## config.mk

```make
export PLATFORM = sky130hd
export DESIGN_NAME = ffha_ctrl_flat
export DESIGN_NICKNAME = d
export VERILOG_FILES = /design/src/rtl/ffha_pkg.sv /design/src/rtl/ffha_req_if.sv /design/src/rtl/ffha_ctrl.sv /design/src/flat_wrapper.sv
export SDC_FILE = /design/constraint.sdc
export NUM_CORES = 1
export LEC_CHECK = 0
export ABC_CLOCK_PERIOD_IN_PS = 5400
export BUFFER_PORTS_ARGS = -buffer_cell sky130_fd_sc_hd__buf_2
export CAP_MARGIN = 0
export CELL_PAD_IN_SITES_DETAIL_PLACEMENT = 1
export CELL_PAD_IN_SITES_GLOBAL_PLACEMENT = 1
export CORE_MARGIN = 5
export CORE_UTILIZATION = 46
export DETAILED_ROUTE_END_ITERATION = 10
export GPL_TIMING_DRIVEN = 0
export HOLD_SLACK_MARGIN = 0.05
export PLACE_DENSITY = 0.78
export SLEW_MARGIN = 40
export SYNTH_ARGS = -nofsm -noshare
export SYNTH_HDL_FRONTEND = slang
export SYNTH_SLANG_ARGS = --single-unit
```

## constraint.sdc

```tcl
create_clock -name clk_i -period 5.4 [get_ports clk_i]
set_input_delay 0.27 -clock clk_i [delete_from_list [all_inputs] [get_ports clk_i]]
set_output_delay 0.27 -clock clk_i [all_outputs]
set_load 0.03 [all_outputs]
```

## src/rtl/ffha_pkg.sv

```systemverilog
// ----------------------------------------------------------------------------
// ffha_pkg
// Shared types and constants of the first-fit heap allocator.
// ----------------------------------------------------------------------------
`default_nettype none

package ffha_pkg;

  localparam int DEF_HEAP_BYTES = 1024 * 1024;
  localparam int DEF_MAX_BLOCKS = 1024;

  localparam int HDR_BYTES = 8 + 1;
  localparam int REQ_W     = 21;
  localparam int OFFSET_W  = 20;
  // holds heap start + header + largest request at the largest heap
  localparam int ACC_W     = 26;

  typedef enum logic {
    KIND_ALLOC = 1'b0,
    KIND_FREE  = 1'b1
  } kind_e;

  typedef enum logic [1:0] {
    ST_OK           = 2'd0,
    ST_REFUSED      = 2'd1,
    ST_BAD_OFFSET   = 2'd2,
    ST_ALREADY_FREE = 2'd3
  } status_e;

  typedef enum logic [1:0] {
    S_IDLE,
    S_SCAN,
    S_RESP
  } state_e;

  typedef struct packed {
    logic [OFFSET_W-1:0] payload_offset;
    status_e             status;
  } rsp_t;

endpackage

`default_nettype wire

```

## src/rtl/ffha_req_if.sv

```systemverilog
// ----------------------------------------------------------------------------
// ffha_req_if
// Request channel: alloc/free requests with valid/ready handshake.
// ----------------------------------------------------------------------------
`default_nettype none

interface ffha_req_if;
  logic                           valid;
  logic                           ready;
  logic                           kind;
  logic [ffha_pkg::REQ_W-1:0]     request_size;
  logic [ffha_pkg::OFFSET_W-1:0]  release_offset;

  modport source (output valid, output kind, output request_size,
                  output release_offset, input ready);
  modport sink   (input valid, input kind, input request_size,
                  input release_offset, output ready);
endinterface

`default_nettype wire

```

## src/rtl/ffha_ctrl.sv

```systemverilog
// ----------------------------------------------------------------------------
// ffha_ctrl
// Walk sequencer: first-fit scan over the block table, one entry per cycle.
// ----------------------------------------------------------------------------
`default_nettype none

module ffha_ctrl #(
  parameter int HEAP_BYTES = ffha_pkg::DEF_HEAP_BYTES,
  parameter int MAX_BLOCKS = ffha_pkg::DEF_MAX_BLOCKS,
  parameter int IDX_W      = $clog2(MAX_BLOCKS),
  parameter int SIZE_W     = $clog2(HEAP_BYTES),
  parameter int DATA_W     = SIZE_W + 1
) (
  input  wire logic           clk_i,
  input  wire logic           rst_ni,
  ffha_req_if.sink            req_i,
  output      logic           res_valid_o,
  input  wire logic           res_ready_i,
  output      ffha_pkg::rsp_t res_o,
  output      logic           rd_en_o,
  output      logic [IDX_W-1:0]  rd_addr_o,
  input  wire logic [DATA_W-1:0] rd_data_i,
  output      logic           wr_en_o,
  output      logic [IDX_W-1:0]  wr_addr_o,
  output      logic [DATA_W-1:0] wr_data_o
);

  localparam int CNT_W  = $clog2(MAX_BLOCKS + 1);
  localparam int HEND_W = $clog2(HEAP_BYTES + 1);
  localparam int ACC_W  = ffha_pkg::ACC_W;

  ffha_pkg::state_e state_q, state_d;
  logic [CNT_W-1:0]  idx_q, idx_d, count_q, count_d, idx_nxt;
  logic [HEND_W-1:0] heap_end_q, heap_end_d;
  logic [ACC_W-1:0]  pay_q, pay_d;
  ffha_pkg::kind_e   kind_q, kind_d;
  logic [ffha_pkg::REQ_W-1:0]    req_q, req_d;
  logic [ffha_pkg::OFFSET_W-1:0] off_q, off_d;
  ffha_pkg::rsp_t    res_q, res_d;

  logic              accept, zero_alloc;
  logic              at_end, ent_used, fit, hit, over_scan, over_end, full, cont, scan_done;
  logic [SIZE_W-1:0] ent_size;
  logic [ACC_W-1:0]  req_ext, size_ext, end_pay, end_top;

  assign req_i.ready = (state_q == ffha_pkg::S_IDLE);
  assign res_valid_o = (state_q == ffha_pkg::S_RESP);

  assign accept     = req_i.valid && req_i.ready;
  assign zero_alloc = (ffha_pkg::kind_e'(req_i.kind) == ffha_pkg::KIND_ALLOC) &&
                      (req_i.request_size == '0);
  assign idx_nxt    = idx_q + 1'b1;

  assign ent_size  = rd_data_i[SIZE_W-1:0];
  assign ent_used  = rd_data_i[SIZE_W];
  assign req_ext   = ACC_W'(req_q);
  assign size_ext  = ACC_W'(ent_size);
  assign end_pay   = ACC_W'(heap_end_q) + ACC_W'(ffha_pkg::HDR_BYTES);
  assign end_top   = end_pay + req_ext;
  assign at_end    = (idx_q == count_q);
  assign fit       = !ent_used && (size_ext >= req_ext);
  assign hit       = (pay_q == ACC_W'(off_q));
  assign over_scan = (pay_q + req_ext) > ACC_W'(HEAP_BYTES);
  assign over_end  = end_top > ACC_W'(HEAP_BYTES);
  assign full      = (count_q >= CNT_W'(MAX_BLOCKS));
  assign cont      = !at_end && ((kind_q == ffha_pkg::KIND_ALLOC) ? (!over_scan && !fit)
                                                                  : !hit);
  assign scan_done = (state_q == ffha_pkg::S_SCAN) && !cont;

  always_comb begin
    state_d = state_q;
    case (state_q)
      ffha_pkg::S_IDLE: begin
        if (accept) begin
          state_d = zero_alloc ? ffha_pkg::S_RESP : ffha_pkg::S_SCAN;
        end
      end
      ffha_pkg::S_SCAN: begin
        if (scan_done) begin
          state_d = ffha_pkg::S_RESP;
        end
      end
      ffha_pkg::S_RESP: begin
        if (res_ready_i) begin
          state_d = ffha_pkg::S_IDLE;
        end
      end
      default: state_d = ffha_pkg::S_IDLE;
    endcase
  end

  always_comb begin
    idx_d      = idx_q;
    count_d    = count_q;
    heap_end_d = heap_end_q;
    pay_d      = pay_q;
    kind_d     = kind_q;
    req_d      = req_q;
    off_d      = off_q;
    res_d      = res_q;
    rd_en_o    = 1'b0;
    rd_addr_o  = idx_nxt[IDX_W-1:0];
    wr_en_o    = 1'b0;
    wr_addr_o  = idx_q[IDX_W-1:0];
    wr_data_o  = {1'b1, ent_size};
    case (state_q)
      ffha_pkg::S_IDLE: begin
        if (accept) begin
          kind_d    = ffha_pkg::kind_e'(req_i.kind);
          req_d     = req_i.request_size;
          off_d     = req_i.release_offset;
          idx_d     = '0;
          pay_d     = ACC_W'(ffha_pkg::HDR_BYTES);
          rd_en_o   = 1'b1;
          rd_addr_o = '0;
          res_d     = '{payload_offset: '0, status: ffha_pkg::ST_REFUSED};
        end
      end
      ffha_pkg::S_SCAN: begin
        res_d = '{payload_offset: '0, status: ffha_pkg::ST_REFUSED};
        if (cont) begin
          idx_d   = idx_nxt;
          pay_d   = pay_q + size_ext + ACC_W'(ffha_pkg::HDR_BYTES);
          rd_en_o = 1'b1;
        end else if (kind_q == ffha_pkg::KIND_ALLOC) begin
          if (at_end) begin
            if (!over_end && !full) begin
              wr_en_o    = 1'b1;
              wr_addr_o  = count_q[IDX_W-1:0];
              wr_data_o  = {1'b1, SIZE_W'(req_q)};
              count_d    = count_q + 1'b1;
              heap_end_d = HEND_W'(end_top);
              res_d      = '{payload_offset: end_pay[ffha_pkg::OFFSET_W-1:0],
                             status: ffha_pkg::ST_OK};
            end
          end else if (!over_scan) begin
            wr_en_o = 1'b1;
            res_d   = '{payload_offset: pay_q[ffha_pkg::OFFSET_W-1:0],
                        status: ffha_pkg::ST_OK};
          end
        end else begin
          if (at_end) begin
            res_d.status = ffha_pkg::ST_BAD_OFFSET;
          end else if (ent_used) begin
            wr_en_o      = 1'b1;
            wr_data_o    = {1'b0, ent_size};
            res_d.status = ffha_pkg::ST_OK;
          end else begin
            res_d.status = ffha_pkg::ST_ALREADY_FREE;
          end
        end
      end
      default: ;
    endcase
  end

  assign res_o = res_q;

  always_ff @(posedge clk_i or negedge rst_ni) begin
    if (!rst_ni) begin
      state_q    <= ffha_pkg::S_IDLE;
      idx_q      <= '0;
      count_q    <= '0;
      heap_end_q <= '0;
    end else begin
      state_q    <= state_d;
      idx_q      <= idx_d;
      count_q    <= count_d;
      heap_end_q <= heap_end_d;
    end
  end

  always_ff @(posedge clk_i) begin
    pay_q  <= pay_d;
    kind_q <= kind_d;
    req_q  <= req_d;
    off_q  <= off_d;
    res_q  <= res_d;
  end

  a_count_bound: assert property (@(posedge clk_i) disable iff (!rst_ni)
    count_q <= CNT_W'(MAX_BLOCKS))
    else $error("block count above table depth");

  a_scan_idx: assert property (@(posedge clk_i) disable iff (!rst_ni)
    state_q == ffha_pkg::S_SCAN |-> idx_q <= count_q)
    else $error("scan index past block count");

  a_wr_ends_scan: assert property (@(posedge clk_i) disable iff (!rst_ni)
    wr_en_o |=> state_q == ffha_pkg::S_RESP)
    else $error("table write without finishing the walk");

  a_heap_bound: assert property (@(posedge clk_i) disable iff (!rst_ni)
    heap_end_q <= HEND_W'(HEAP_BYTES))
    else $error("heap end beyond heap");

endmodule

`default_nettype wire

```

## src/flat_wrapper.sv

```systemverilog
// flat-port wrapper written by rule: the top's interface ports become plain ports
module ffha_ctrl_flat 
#(
  parameter int HEAP_BYTES = ffha_pkg::DEF_HEAP_BYTES,
  parameter int MAX_BLOCKS = ffha_pkg::DEF_MAX_BLOCKS,
  parameter int IDX_W      = $clog2(MAX_BLOCKS),
  parameter int SIZE_W     = $clog2(HEAP_BYTES),
  parameter int DATA_W     = SIZE_W + 1
)
  (clk_i, rst_ni, res_valid_o, res_ready_i, res_o, rd_en_o, rd_addr_o, rd_data_i, wr_en_o, wr_addr_o, wr_data_o, req_i_valid, req_i_kind, req_i_request_size, req_i_release_offset, req_i_ready);
  ffha_req_if req_i_i ();
  input  wire logic clk_i;
  input  wire logic rst_ni;
  output      logic res_valid_o;
  input  wire logic res_ready_i;
  output      ffha_pkg::rsp_t res_o;
  output      logic rd_en_o;
  output      logic [IDX_W-1:0] rd_addr_o;
  input  wire logic [DATA_W-1:0] rd_data_i;
  output      logic wr_en_o;
  output      logic [IDX_W-1:0] wr_addr_o;
  output      logic [DATA_W-1:0] wr_data_o;
  input wire logic [$bits(req_i_i.valid)-1:0] req_i_valid;
  input wire logic [$bits(req_i_i.kind)-1:0] req_i_kind;
  input wire logic [$bits(req_i_i.request_size)-1:0] req_i_request_size;
  input wire logic [$bits(req_i_i.release_offset)-1:0] req_i_release_offset;
  output wire logic [$bits(req_i_i.ready)-1:0] req_i_ready;
  assign req_i_i.valid = req_i_valid;
  assign req_i_i.kind = req_i_kind;
  assign req_i_i.request_size = req_i_request_size;
  assign req_i_i.release_offset = req_i_release_offset;
  assign req_i_ready = req_i_i.ready;
  ffha_ctrl #(.HEAP_BYTES(HEAP_BYTES), .MAX_BLOCKS(MAX_BLOCKS), .IDX_W(IDX_W), .SIZE_W(SIZE_W), .DATA_W(DATA_W)) u_core (.clk_i(clk_i), .rst_ni(rst_ni), .req_i(req_i_i), .res_valid_o(res_valid_o), .res_ready_i(res_ready_i), .res_o(res_o), .rd_en_o(rd_en_o), .rd_addr_o(rd_addr_o), .rd_data_i(rd_data_i), .wr_en_o(wr_en_o), .wr_addr_o(wr_addr_o), .wr_data_o(wr_data_o));
endmodule
```

==> summary.txt, run 1 <==
Synth
  – FFs w/ async S/R, synth: 33.3%
  – Flip-flop and latch count after synthesis: 135
  – Post-synth EDFFs: 90
  – Avg Cell Area, Syn: 9.27 sq um
  – Number of library cell types mapped by synthesis: 85
  – Net count of the mapped netlist: 1,329
  – Ys flop type: edfxtp_1
  – Share of synthesized area occupied by flip-flops and latches: 35.8%
  – Total number of yosys warnings: 0
  – Post-synthesis cell count: 1,154
  – Cell area after synthesis: 10,700 sq um

CTS
  – Clock tree from TritonCTS: done
  – Number of sinks on the clock net: 135
  – Worst-case clock buffer depth: 2
  – Clock transition at the registers of the reported paths: 70 ps
  – Num CTS Buffers: 17
  – CTS root buffer: clkbuf_16
  – H-Tree Level Count: 4
  – Insertion delay to the later sink of the worst-skew pair: 440 ps

Critical path
  – Worst path max stage delay: 540 ps
  – Crit path DAT: 5100 ps
  – Count of cells along the worst register-to-register path: 21
  – Cell Chain, Critical Path: ha_2 > a21oi_2 > nor2b_1 > and3_4 > nand2_1 > nor2_1 > xnor2_1 > ha_4 > a21oi_1 > o2111a_1 > a22o_1 > a21o_2 > o21bai_1 > nor4b_4 > nand4b_1 > o41a_1 > buf_6 > mux2_2 > buf_2
  – CP Class: reg2out
  – CP top delay family: compound AO/OA/AOI/OAI gates
  – Crit. End Element: output pin
  – Crit path depth: 19
  – Req. time, crit path: 5130 ps
  – Crit-path max FO: 14
  – Combined buffer and inverter count along the critical path: 2
  – Highest-delay cell along the critical path: o41a_1
  – Critical path launch point type: flip-flop

Detailed routing
  – Starting DRT DRC Count: 799
  – Antenna viol nets, final: 0
  – TritonRoute pass-1 iters: 5
  – Wire length on met1: 18,000 um
  – Drt via density: 6.08
  – Detailed-routed wire length on met2: 20,000 um
  – Drc violations: 0
  – Total via count in the routed design: 10,300
  – Final routed wire length divided by cell count: 24.7 um
  – Routed length on met3: 2520 um
  – Topmost layer with routed signal wires: met4
  – Routed Wire Length: 41,900 um

Power
  – Leak Pwr: 5.93 nW
  – Part of the total power dissipated in combinational logic: 62.7%
  – Internal: 0.00434 W
  – Proportion of power drawn by flip-flops and latches: 23.3%
  – IR Drop Worst-Case VDD: 0.221 mV
  – Net switching power of the design: 0.00434 W
  – Switch share: 50.0%
  – Design Power: 0.00869 W
  – Relative contribution of the clock network to total power: 14.0%
  – PD cells: 642 nW/um^2

Timing
  – Max Freq: 186 MHz
  – Number of hold violations in the final report: 0
  – Final setup violation count: 0
  – Transition time at the pin with the least slew margin: 763 ps
  – Max_slew headroom: 48.7%
  – Worst clock skew: 12.8 ps
  – Period minus WS final: 5370 ps
  – Share of the clock period used by the worst path: 99.5%
  – Final count of pins violating max slew: 0

Die
  – Vertical die dimension: 163 um
  – Cell row count: 55
  – DIE WIDTH: 163 um
  – Area enclosed by the die boundary: 26,400 sq um
  – Boundary Pins: 134
  – Core ar.: 22,800 sq um
  – Starting density of the core: 47.0%

Finish
  – Count of inserted antenna diode cells: 0
  – Layout filler cell count: 2,588
  – Share of cells above drive strength 1: 22.0%
  – Area of all sequential standard cells: 3830 sq um
  – Area added between synthesis and finish: 26.5%
  – Total Nets Final: 1,547
  – Combined area of the multi-input logic cells: 6880 sq um
  – Final Instance Count excl. Fillers: 1,698

Global route
  – Number of global-route vias before repair: 10,700
  – Wire length of the first global-routing pass: 61,900 um
  – GRT Overall Usage: 30.7%
  – Global route total overflow: 0
  – Antenna violations before repair: 1
  – Pin count of the biggest net entering global routing: 46

Placed design
  – Count of input and output buffers: 133
  – Number of cells after detailed placement: 1,601
  – Final weighted congestion in routability-driven placement: 0.900
  – HPWL after detailed placement: 30,300 um

Min path
  – Tightest Hold Check Type: in2reg
  – Hold depth: 1

Run status
  – Run status: completed

Flow run
  – Total of max-cap violations: 0
-- power groups by stage --
stage / sequential (W) / clock [W] / combinational (W)
finish: 0.00202 / 0.00122 / 0.00545
global route: 0.00204 / 0.00127 / 0.00587
CTS: 0.00198 / 0.00121 / 0.00495
detailed placement: 0.00199 / 0 / 0.00471
global placement: 0.00200 / 0 / 0.00456
floorplan: 0.00192 / 0 / 0.00333
-- routing by layer --
layer | track usage, % | vias to the layer above
met5 | 0 | -
met4 | 10.8 | 0
met3 | 5.54 | 85
met2 | 51.0 | 383
met1 | 40.3 | 5135
li1 | - | 4720
-- registers in the layout, indices dropped and copies added, names as in the netlist --
| name | cells |
|---|---|
| u_core.state_q | 2 |
| u_core.idx_q | 11 |
| u_core.heap_end_q | 21 |
| u_core.kind_q | 1 |
| u_core.pay_q | 26 |
| u_core.req_q | 21 |
| u_core.count_q | 11 |
| u_core.off_q | 20 |
| u_core.res_o | 22 |
-- cells in the mapped netlist (4+ instances only) --
master | n | area (sq um)
a211oi_1 | 12 | 90.1
a21o_1 | 23 | 173
a21oi_1 | 60 | 300
a22o_1 | 4 | 35.0
a311oi_1 | 4 | 35.0
a31oi_1 | 6 | 37.5
a32o_1 | 13 | 130
and2_1 | 14 | 87.6
and3_1 | 23 | 144
and4_1 | 4 | 35.0
buf_2 | 9 | 45.0
clkbuf_1 | 34 | 128
dfrtp_1 | 45 | 1130
edfxtp_1 | 90 | 2700
ha_1 | 105 | 1310
inv_1 | 66 | 248
mux2_2 | 9 | 101
nand2_1 | 96 | 360
nand2b_1 | 14 | 87.6
nand3_1 | 31 | 155
nand3b_1 | 5 | 37.5
nand4_1 | 16 | 100
nand4b_1 | 4 | 35.0
nor2_1 | 79 | 297
nor2b_1 | 17 | 106
nor3_1 | 27 | 135
nor4_1 | 17 | 106
nor4b_1 | 4 | 35.0
o2111ai_1 | 6 | 52.6
o211ai_1 | 10 | 75.1
o21a_1 | 17 | 128
o21ai_0 | 81 | 405
o21ai_1 | 4 | 20.0
o21bai_1 | 6 | 45.0
o22ai_1 | 4 | 25.0
o2bb2ai_1 | 6 | 52.6
o311ai_0 | 4 | 35.0
or2_2 | 6 | 37.5
or3_1 | 9 | 56.3
xnor2_1 | 49 | 429
xor2_1 | 49 | 429
-- logic make-up after synthesis --
kind of cell             Yosys count  share of synthesized area [%]
AND/OR/NAND/NOR                  382                           18.4
AO/OA/AOI/OAI                    305                           19.4
flip-flops                       135                           35.8
buffers and inverters            114                           4.28
adder cells (fa/ha/maj)          108                           12.8
XOR/XNOR                          98                           8.02
multiplexers                      12                           1.23
-- worst paths after layout --
check | startpoint | end | slack [ps]
max | u_core.heap_end_q[0] | wr_data_o[0] | 30
min | req_i_kind | u_core.kind_q | 70
max reg2reg | u_core.heap_end_q[0] | u_core.res_o[9] | 200
min reg2reg | u_core.heap_end_q[14] | u_core.heap_end_q[14] | 530
max in group asynchronous | rst_ni | u_core.heap_end_q[8] | 4480
min in group asynchronous | rst_ni | u_core.idx_q[6] | 390
-- cells in the final DEF (no fill, tap or decap), types with 17 or more instances in the layout --
master         netlist  routed
a21o_1              23      22
dlygate4sd3_1        0      42
and3_1              23      19
xnor2_1             49      43
dfrtp_1             45      43
clkbuf_16            0      17
nor2_1              79      77
nand3_1             31      29
a21oi_1             60      55
inv_1               66      65
ha_1               105      95
nand2_1             96      93
edfxtp_1            90      90
xor2_1              49      45
buf_4                1      41
buf_2                9     119
clkbuf_1            34      31
o21ai_0             81      62
nor3_1              27      25
-- final cells by class --
type | instances | area share (%)
Sequential cell | 135 | 28.3
Clock inverter | 13 | 1.08
Buffer | 43 | 1.64
Multi-Input combinational cell | 905 | 50.8
Clock buffer | 19 | 3.27
Timing Repair Buffer | 204 | 10.1
Inverter | 66 | 1.83
Tap cell | 313 | 2.89
-- metrics by stage --
stage | instance area, sq um | setup TNS (ps) | setup WS (ps) | utilization, % | hold slack, ps
after CTS | 13100 | 0 | 10.7 | 57.3 | 51.3
after global placement | 11800 | -6080 | -570 | 51.6 | 448
after detailed placement | 11800 | -6380 | -579 | 51.8 | 332
after global routing | 13500 | -2290 | -149 | 59.4 | 51.2
final | 13500 | 0 | 25.4 | 59.4 | 69.4
after floorplan | 10700 | 0 | 677 | - | -25.6
-- what timing repair did --
action                     CTS  global route
setup endpoints to repair   32            30
pin swaps                   11            26
hold endpoints to repair    85             1
gates resized for setup     52            89
setup buffers               11            17
hold buffers                41             1
cloned                       0             0
(Power assumes the default switching activity.)
==> run 2: changes to the inputs <==
--- a/config.mk
+++ b/config.mk
@@ -16,6 +16,7 @@
 export GPL_TIMING_DRIVEN = 0
 export HOLD_SLACK_MARGIN = 0.05
 export PLACE_DENSITY = 0.78
+export REMOVE_ABC_BUFFERS = 1
 export SLEW_MARGIN = 40
 export SYNTH_ARGS = -nofsm -noshare
 export SYNTH_HDL_FRONTEND = slang
==> run 2 against run 1 <==
Compared with the run above:
- sequential share of layout area is 0.14 points lower
- maximum frequency grew 0.24%
- wire length fell by 6.6%
- final area increased by 0.54%
- combinational power grew 2%
- clock skew grew 0.90 ps
- sequential cell count unchanged
- non-clock buffer count is 33 lower
- count of clock-buffer cells in the layout is 2 lower
- critical path depth did not move
- largest power group unchanged
- power grew 0.32%
==> summary.txt, run 2 (synthesized netlist as in run 1, its figures left out) <==
Detailed routing
  – Final routed wire length divided by cell count: 23.5 um (-4.8%)
  – Drc violations: 0 (unchanged)
  – Routed Wire Length: 39,200 um (-6.6%)
  – TritonRoute pass-1 iters: 5 (unchanged)
  – Antenna viol nets, final: 0 (unchanged)
  – Starting DRT DRC Count: 732 (-8.4%)
  – Total via count in the routed design: 10,100 (-2.2%)
  – Drt via density: 6.06 (-0.27%)

Finish
  – Area added between synthesis and finish: 27.2%
  – Final core utilization: 59.8% (+0.32 points)
  – Final Instance Count excl. Fillers: 1,665 (-1.9%)
  – Total Nets Final: 1,514 (-2.1%)
  – Layout filler cell count: 2,536 (-2.0%)
  – Register with the most flip-flops: u_core.pay_q
  – Commonest cells after routing, fill and taps aside: buf_2, nand2_1, ha_1
  – Number of flip-flops in the largest register: 26 (unchanged)
  – Share of cells above drive strength 1: 24.3% (+2.3 points)
  – Most common library cell in the layout ignoring fill and taps: buf_2
  – Count of inserted antenna diode cells: 0 (unchanged)

CTS
  – Number of sinks on the clock net: 135 (unchanged)
  – Clock tree from TritonCTS: done
  – Num CTS Buffers: 17 (unchanged)
  – CTS root buffer: clkbuf_16
  – H-Tree Level Count: 4 (unchanged)
  – Insertion delay to the later sink of the worst-skew pair: 440 ps (about the same)
  – Clock transition at the registers of the reported paths: 70 ps (about the same)
  – Worst-case clock buffer depth: 2 (unchanged)

Flow run
  – Total of max-cap violations: 0 (unchanged)

Timing
  – Max Freq: 187 MHz (+0.24%)
  – Final count of pins violating max slew: 0 (unchanged)
  – Final TNS setup: 0 ps (unchanged)
  – Worst clock skew: 13.7 ps (+0.899 ps)
  – RSZ-0062 raised after global routing: true
  – Worst hold margin: 64.6 ps (-4.78 ps)
  – Number of hold violations in the final report: 0 (unchanged)
  – Max_slew headroom: 43.9% (-4.8 points)
  – Transition time at the pin with the least slew margin: 836 ps (+73.2 ps)
  – Share of the clock period used by the worst path: 99.3% (-0.24 points)
  – Final setup violation count: 0 (unchanged)
  – Period minus WS final: 5360 ps (-13.0 ps)

Power
  – IR Drop Worst-Case VDD: 0.332 mV (+50%)
  – Leak Pwr: 5.95 nW (+0.36%)
  – Design Power: 0.00871 W (+0.32%)
  – PD cells: 640 nW/um^2 (-0.22%)

Die
  – Starting density of the core: 47.0% (unchanged)
  – Cell row count: 55 (unchanged)
  – Core ar.: 22,800 sq um (unchanged)
  – Vertical die dimension: 163 um (unchanged)
  – Area enclosed by the die boundary: 26,400 sq um (unchanged)
  – Boundary Pins: 134 (unchanged)
  – DIE WIDTH: 163 um (unchanged)

Global route
  – GRT Overall Usage: 28.5% (-2.2 points)
  – Global route total overflow: 0 (unchanged)
  – Number of global-route vias before repair: 10,500 (-1.7%)
  – Wire length of the first global-routing pass: 58,900 um (-4.8%)
  – Antenna violations before repair: 0 (-1)
  – Pin count of the biggest net entering global routing: 46 (unchanged)

Critical path
  – Critical path launch point type: flip-flop
  – Req. time, crit path: 5130 ps (about the same)
  – Crit. End Element: output pin
  – Crit-path max FO: 9 (-5)
  – CP Class: reg2out
  – Crit path DAT: 5090 ps (about the same)

Placed design
  – Final weighted congestion in routability-driven placement: 0.919 (+2.1%)
  – Number of cells after detailed placement: 1,562 (-2.4%)
  – Count of input and output buffers: 133 (unchanged)
  – HPWL after detailed placement: 28,000 um (-7.4%)

Min path
  – Tightest Hold Check Type: in2reg

Run status
  – Run status: completed
run 2: cell count changes in the layout (fill, tap and decap cells not counted), sizes merged:
cell         before  now
clkbuf           51   17
inv              70   77
clkinvlp          5    0
dlygate4sd3      42   37
buf             173  177
bufinv            2    0
clkinv            2    4
run 2: where the power goes:
part | total [W] | switching, W | internal (W)
registers | 0.00199 | 0.000448 | 0.00154
logic | 0.00556 | 0.00337 | 0.00220
clock network | 0.00116 | 0.000554 | 0.000609
run 2: cell type report:
cell class                 count  area [sq um]  share of cell area, %
tap                          313           392                   2.88
clock buffer                  17           425                   3.13
inverter                      66           250                   1.84
multi-input combinational    905          7060                   51.9
clock inverter                15           135                  0.993
timing repair buffer         214          1520                   11.2
sequential                   135          3830                   28.2
run 2: stage by stage:
| stage | setup WS (ps) | area, sq um |
|---|---|---|
| finish | 38.3 | 13600 |
| global route | -135 | 13600 |
| CTS | 5.46 | 12900 |
| detailed placement | -432 | 11700 |
| global placement | -1940 | 11500 |
| floorplan | 31.5 | 10500 |
run 2: routing by layer:
metal  routed length [um]  vias up  GRT usage [%]  part of all wire (%)
li1                     -     4653              -                     -
met1                16500     4958           37.1                    42
met5                    0        -              0                     0
met2                19000      395           48.2                    49
met3                 2160       89           3.57                   5.5
met4                 1480        0           11.1                   3.8
run 2: path summary, 6_finish.rpt:
check	to	startpoint	cells after the start	slack [ps]
max	wr_data_o[2]	u_core.heap_end_q[1]	19	40
max in group asynchronous	u_core.heap_end_q[7]	rst_ni	2	4600
max reg2reg	u_core.res_o[18]	u_core.heap_end_q[1]	17	390
min	u_core.req_q[14]	req_i_request_size[14]	1	60
min in group asynchronous	u_core.count_q[7]	rst_ni	2	370
min reg2reg	u_core.count_q[9]	u_core.count_q[9]	1	530
run 2: timing repair:
action | in CTS | in global routing
gates resized for setup | 40 | 123
endpoints found under the setup margin | 46 | 49
endpoints found under the hold margin | 79 | 2
pin swaps | 9 | 26
hold buffers | 35 | 2
buffers inserted | 15 | 19
run 2: worst max-delay path, stage by stage (launching register included):
cell and delay, ps:
dfrtp_1 430, and3_4 240, o21ai_4 80, or3b_4 480, nor2_4 190, xnor2_2 180
inv_1 140, ha_4 300, and4_1 230, a32o_1 310, a31oi_4 190, nor3b_4 270
nor2_2 100, nor4_4 340, a41oi_2 220, nand3b_1 290, buf_6 200, buf_12 140
o21ai_1 140, buf_4 180
